$ cat src/kms_pkg.sv
// kms_pkg: sizes, codes and shared types of the keyed matrix variable store.
// No dependencies; imported by every module of the block.
`timescale 1ns / 1ps
`default_nettype none

package kms_pkg;

  localparam int MAX_ENTRIES = 16;
  localparam int ROWS        = 4;
  localparam int COLS        = 4;
  localparam int NAME_CHARS  = 8;

  localparam int KEY_W   = 64;
  localparam int VAL_W   = 64;
  localparam int IDX_IN_W = 4;
  localparam int WORDS   = MAX_ENTRIES * ROWS * COLS;

  localparam int ENT_W  = (MAX_ENTRIES > 1) ? $clog2(MAX_ENTRIES) : 1;
  localparam int CNT_W  = $clog2(MAX_ENTRIES + 1);
  localparam int ROW_W  = (ROWS > 1) ? $clog2(ROWS) : 1;
  localparam int COL_W  = (COLS > 1) ? $clog2(COLS) : 1;
  localparam int WORD_W = (WORDS > 1) ? $clog2(WORDS) : 1;

  localparam logic [KEY_W-1:0] KEY_MASK =
    (NAME_CHARS >= 8) ? {KEY_W{1'b1}} : ((KEY_W'(1) << (8 * NAME_CHARS)) - KEY_W'(1));

  localparam logic [VAL_W-1:0] MINUS_ONE_BITS = 64'hBFF0_0000_0000_0000;

  localparam logic [IDX_IN_W:0] ROW_LIMIT = (IDX_IN_W + 1)'(ROWS);
  localparam logic [IDX_IN_W:0] COL_LIMIT = (IDX_IN_W + 1)'(COLS);

  localparam logic OP_READ  = 1'b0;
  localparam logic OP_WRITE = 1'b1;

  localparam logic [1:0] MODE_MATRIX = 2'd0;
  localparam logic [1:0] MODE_ROW    = 2'd1;

  typedef enum logic [1:0] {
    ST_OK    = 2'd0,
    ST_MISS  = 2'd1,
    ST_FULL  = 2'd2,
    ST_RANGE = 2'd3
  } status_e;

  typedef struct packed {
    logic             done;
    logic             hit;
    logic [ENT_W-1:0] idx;
  } lookup_t;

endpackage

`default_nettype wire

$ cat src/kms_key_table.sv
// kms_key_table: name key memory with a sequential lookup, one key per cycle.
// Depends on kms_pkg.
`timescale 1ns / 1ps
`default_nettype none

module kms_key_table (
  input  wire logic                       clk_i,
  input  wire logic                       rst_ni,
  input  wire logic                       start_i,
  input  wire logic [kms_pkg::KEY_W-1:0]  key_i,
  input  wire logic [kms_pkg::CNT_W-1:0]  count_i,
  input  wire logic                       wr_en_i,
  input  wire logic [kms_pkg::ENT_W-1:0]  wr_idx_i,
  input  wire logic [kms_pkg::KEY_W-1:0]  wr_key_i,
  output kms_pkg::lookup_t                lookup_o
);
  import kms_pkg::*;

  logic [KEY_W-1:0] key_mem [MAX_ENTRIES];
  logic [KEY_W-1:0] rd_key_q;
  logic [ENT_W-1:0] raddr;
  logic [CNT_W-1:0] chk_q, chk_d, chk_next;
  logic             busy_q, busy_d;
  logic             past_end, match;

  assign chk_next = chk_q + CNT_W'(1);
  assign raddr    = start_i ? '0 : chk_next[ENT_W-1:0];
  assign past_end = chk_q >= count_i;
  assign match    = !past_end && (rd_key_q == key_i);

  always_ff @(posedge clk_i) begin
    if (wr_en_i) begin
      key_mem[wr_idx_i] <= wr_key_i;
    end
    rd_key_q <= key_mem[raddr];
  end

  always_comb begin
    busy_d = busy_q;
    chk_d  = chk_q;
    if (start_i) begin
      busy_d = 1'b1;
      chk_d  = '0;
    end else if (busy_q) begin
      if (past_end || match) begin
        busy_d = 1'b0;
      end else begin
        chk_d = chk_next;
      end
    end
  end

  always_ff @(posedge clk_i or negedge rst_ni) begin
    if (!rst_ni) begin
      busy_q <= 1'b0;
      chk_q  <= '0;
    end else begin
      busy_q <= busy_d;
      chk_q  <= chk_d;
    end
  end

  assign lookup_o.done = busy_q && (past_end || match);
  assign lookup_o.hit  = match;
  assign lookup_o.idx  = chk_q[ENT_W-1:0];

endmodule

`default_nettype wire

$ cat config.mk
export PLATFORM = sky130hd
export DESIGN_NAME = kms_key_table
export DESIGN_NICKNAME = d
export VERILOG_FILES = /design/src/kms_pkg.sv /design/src/kms_key_table.sv
export SDC_FILE = /design/constraint.sdc
export NUM_CORES = 1
export LEC_CHECK = 0
export BUFFER_PORTS_ARGS = -buffer_cell sky130_fd_sc_hd__buf_2
export CORE_UTILIZATION = 50
export DETAILED_ROUTE_END_ITERATION = 16
export PLACE_DENSITY = 0.62
export SLEW_MARGIN = 20
export SYNTH_ARGS = -nofsm -noshare
export SYNTH_HDL_FRONTEND = slang
export SYNTH_SLANG_ARGS = --single-unit
$ cat constraint.sdc
create_clock -name clk_i -period 3.88 [get_ports clk_i]
set_clock_uncertainty 0.15 [all_clocks]
set_input_delay 0.194 -clock clk_i [delete_from_list [all_inputs] [get_ports clk_i]]
set_output_delay 0.194 -clock clk_i [all_outputs]
set_load 0.03 [all_outputs]
==> results.md <==
* M1 GR Usage at 36.1%
* Reg2reg path depth at 5
* Min Tclk post-route at about 3.6 ns
* Comb power frac at 18.0%
* Num CTS Buffers at 108
* Post-synthesis xor/xnor area fraction at 1.36%
* Commonest non-fill, non-tap cells in the layout: 1024 x edfxtp_1, 258 x mux2i_1, 258 x nand2_1
* Area of the multi-input gates at just under 10000 um2
* Met3 Usage GRT at 6.16%
* Die ar. at 86300 um2
* H-tree depth at 3
* Final Worst Setup Slack at roughly 0.32 ns
* Seq cells post-synth at 1094
* Total gr overflow at 0
* Grt met2 use at 38.2%
* Largest family of logic cells by synthesized area: multiplexers
* Hold EP: key_mem[4][29]
* CTS tree: built
* Post-Syn Instances at roughly 2500
* Layout cell share with drive strength beyond 1 at about 17%
* Mux cell area share after synthesis at 9.55%
* Worst Hold Launch: wr_idx_i[0]
* Leakage at ~16 nW
* Hold Vio Cnt, Final at 0
* R2R Path End: rd_key_q[14]
* Internal reg-to-reg setup slack at 0.88 ns
* Slew Viols, Final at 0
* First-pass detailed-route iteration total at 5
* Worst Setup Start Kind: flop
* Commonest non-fill, non-tap cell in the layout: edfxtp_1
* Clock Path Buffers at 3
* Maximum vdd drop at 381 uV
* Synth Net Count at 2643
* Die span in y at around 290 um
* Net Sw Power at 0.00791 W
* Mapped Area at 42600 um2
* Row count at ~110
* Post-CTS Setup Bufs at 0
* Initial Utilization at approximately 51%
* DR vias/cell at 5.89
* Clock Latency Late Sink at 0.65 ns
* Hold path cells at 2
* Drt initial violations at 1957
* Total of max-cap violations at 0
* # setup viols final at 0
* Post-route ant nets at 0
* Register share of total power at 47.1%
* Post-synth EDFFs at slightly above 1000
* Via count at ~23000
* Fill count at ~6200
* Post-cts sizing count at 0
* CTS Sinks at 1094
* Post-route clock period utilization at between 90% and 100%
* Buffers on Ports at approximately 150
* Residual DRC count at 0
* Yosys cell types at 37
* Pre-CTS setup slack at 0.881 ns
* Core area at 84000 um2
* # IOs at ~150
* GP Congestion at 0.786
* Switching Share at 26.6%
* Synth Area in Simple Gates at under 10%
* Dpl cells at 3697
* Fmax at 281 MHz
* Worst Hold Class: input pin to flop
* Critical path arrival at approximately 3.2 ns
* # nets final at 2888
* Number of antenna violations at the first check in global routing at 9
* Adder-cell share of the synthesized area at less than 1%
* Power Dens Cells at 601 nW/um2
* Reg2reg start: chk_q[0]
* Routed len/inst at 26.9 um
* Root Driver: clkbuf_16
* Pint at 0.0218 W
* Worst-path clk slew at 0.06 ns
* Asr flop ratio synth at 0.548%
* Main synth FF type: edfxtp_1
* Compound-Gate Fraction of Synth Area at 6.46%
* Unrepaired setup endpoints after global routing: false
* Routed WL at 107000 um
* Worst slew margin at 28.5%
* Sequential-to-total area share from yosys stat at 75.6%
* Crit Path Max Fanout at 4
* Area grow syn2layout at 16.1%
* Pin count of the biggest net entering global routing at 67
* Mapped Avg Cell Area at 17.1 um2
* WS Path Type: flop to primary output
* First-pass GRT wire length at 157000 um
* Final HPWL DP at 56900 um
* Yosys warns at 0
* Final non-filler cell total at between 3000 and 4000
* Utilization after layout at 58.9%
* Required time of the critical path at 3.54 ns
* CP endpoint kind: primary output
* Clk pwr share at roughly a third
* Vias in the first global route at 23653
* Die Wd at 294 um
* GRT Overall Usage at roughly 25%
* Outcome: finished clean
* Worst Max-Slew Pin Slew at approximately 1.1 ns
* Register area at approximately 32000 um2
* Layer with the highest usage: met2
-- metrics by stage --
step                      total power, W  setup TNS (ns)  area, um2  hold slack (ns)
after floorplan                   0.0176          -30.39      42600           -0.252
after global placement            0.0194               0      45200           -0.124
after detailed placement          0.0195               0      45200           -0.117
after CTS                         0.0299               0      49400          0.00210
after global routing              0.0308               0      49400           0.0384
final                             0.0297               0      49400           0.0344
-- sequential cells by signal, summed over array words and instances (netlist names) --
name and cells:
busy_q 1, rd_key_q 64, chk_q 5, key_mem 1024
-- worst max path at each step --
stage	startpoint	to	cells past startpoint
6_report	rd_key_q[4]	lookup_o[5]	8
3_5_place_dp	chk_q[0]	rd_key_q[14]	5
5_1_grt	rd_key_q[4]	lookup_o[5]	8
3_3_place_gp	key_i[22]	lookup_o[5]	8
2_1_floorplan	wr_idx_i[2]	key_mem[1][0]	2
4_1_cts	rd_key_q[4]	lookup_o[5]	8
-- Yosys cell counts, drive strengths merged (2+ instances only) --
cell type / count / area (um2)
nand3: 2 / 10.0
edfxtp: 1024 / 30700
ha: 6 / 75.1
inv: 6 / 22.5
a21o: 2 / 15.0
nand3b: 2 / 15.0
nand2b: 6 / 37.5
or2: 2 / 12.5
xor2: 65 / 569
nor4: 17 / 121
a311oi: 64 / 561
and2: 130 / 813
a31oi: 64 / 400
a211oi: 193 / 1450
nor3: 4 / 20.0
nor2: 17 / 73.8
mux2: 3 / 41.3
dfrtp: 6 / 150
a21oi: 65 / 325
mux4: 64 / 1440
mux2i: 258 / 2580
nand4: 6 / 37.5
dfxtp: 64 / 1280
buf: 85 / 479
nor2b: 3 / 18.8
nand2: 258 / 968
clkbuf: 77 / 289
-- cell families after synthesis --
family / count (synthesis)
compound gates: 388
xor+xnor: 66
fa+ha+maj: 6
buf+inv: 168
flops: 1094
mux: 325
simple gates: 449
-- timing repair --
| action | CTS | global route |
|---|---|---|
| hold buffers | 68 | 0 |
| hold endpoints to repair | 1042 | 0 |
| endpoints found under the setup margin | 0 | 1 |
-- cell type report --
class	instances	share of cell area [%]
Sequential cell	1094	65.1
Tap cell	1134	2.87
Clock inverter	56	1.06
Clock buffer	147	6.09
Timing Repair Buffer	297	5.03
Inverter	6	0.0506
Multi-Input combinational cell	1234	19.8
Antenna cell	5	0.0253
-- critical path, cell delays in order (launching register included) --
cell and delay [ns]:
dfxtp_1 0.53, xor2_1 0.12, nor4_1 0.31, buf_4 0.16, nand4_1 0.49, nor4_4 0.50
nand2b_1 0.15, and2_1 0.11, buf_2 0.19
-- layer usage --
layer | wire (um) | up-vias
met2 | 49100 | 887
met4 | 1960 | 6
met1 | 46500 | 12065
li1 | - | 10324
met5 | 40 | -
met3 | 9140 | 132
-- power groups by stage --
stage	Combinational [W]	Sequential, W	Clock (W)
2_1_floorplan	0.00362	0.0139	0
3_3_place_gp	0.00518	0.0143	0
3_5_place_dp	0.00527	0.0143	0
4_1_cts	0.00537	0.0140	0.0105
5_1_grt	0.00580	0.0140	0.0109
6_report	0.00536	0.0140	0.0103
Note: power is estimated with default switching activity, not from simulation.
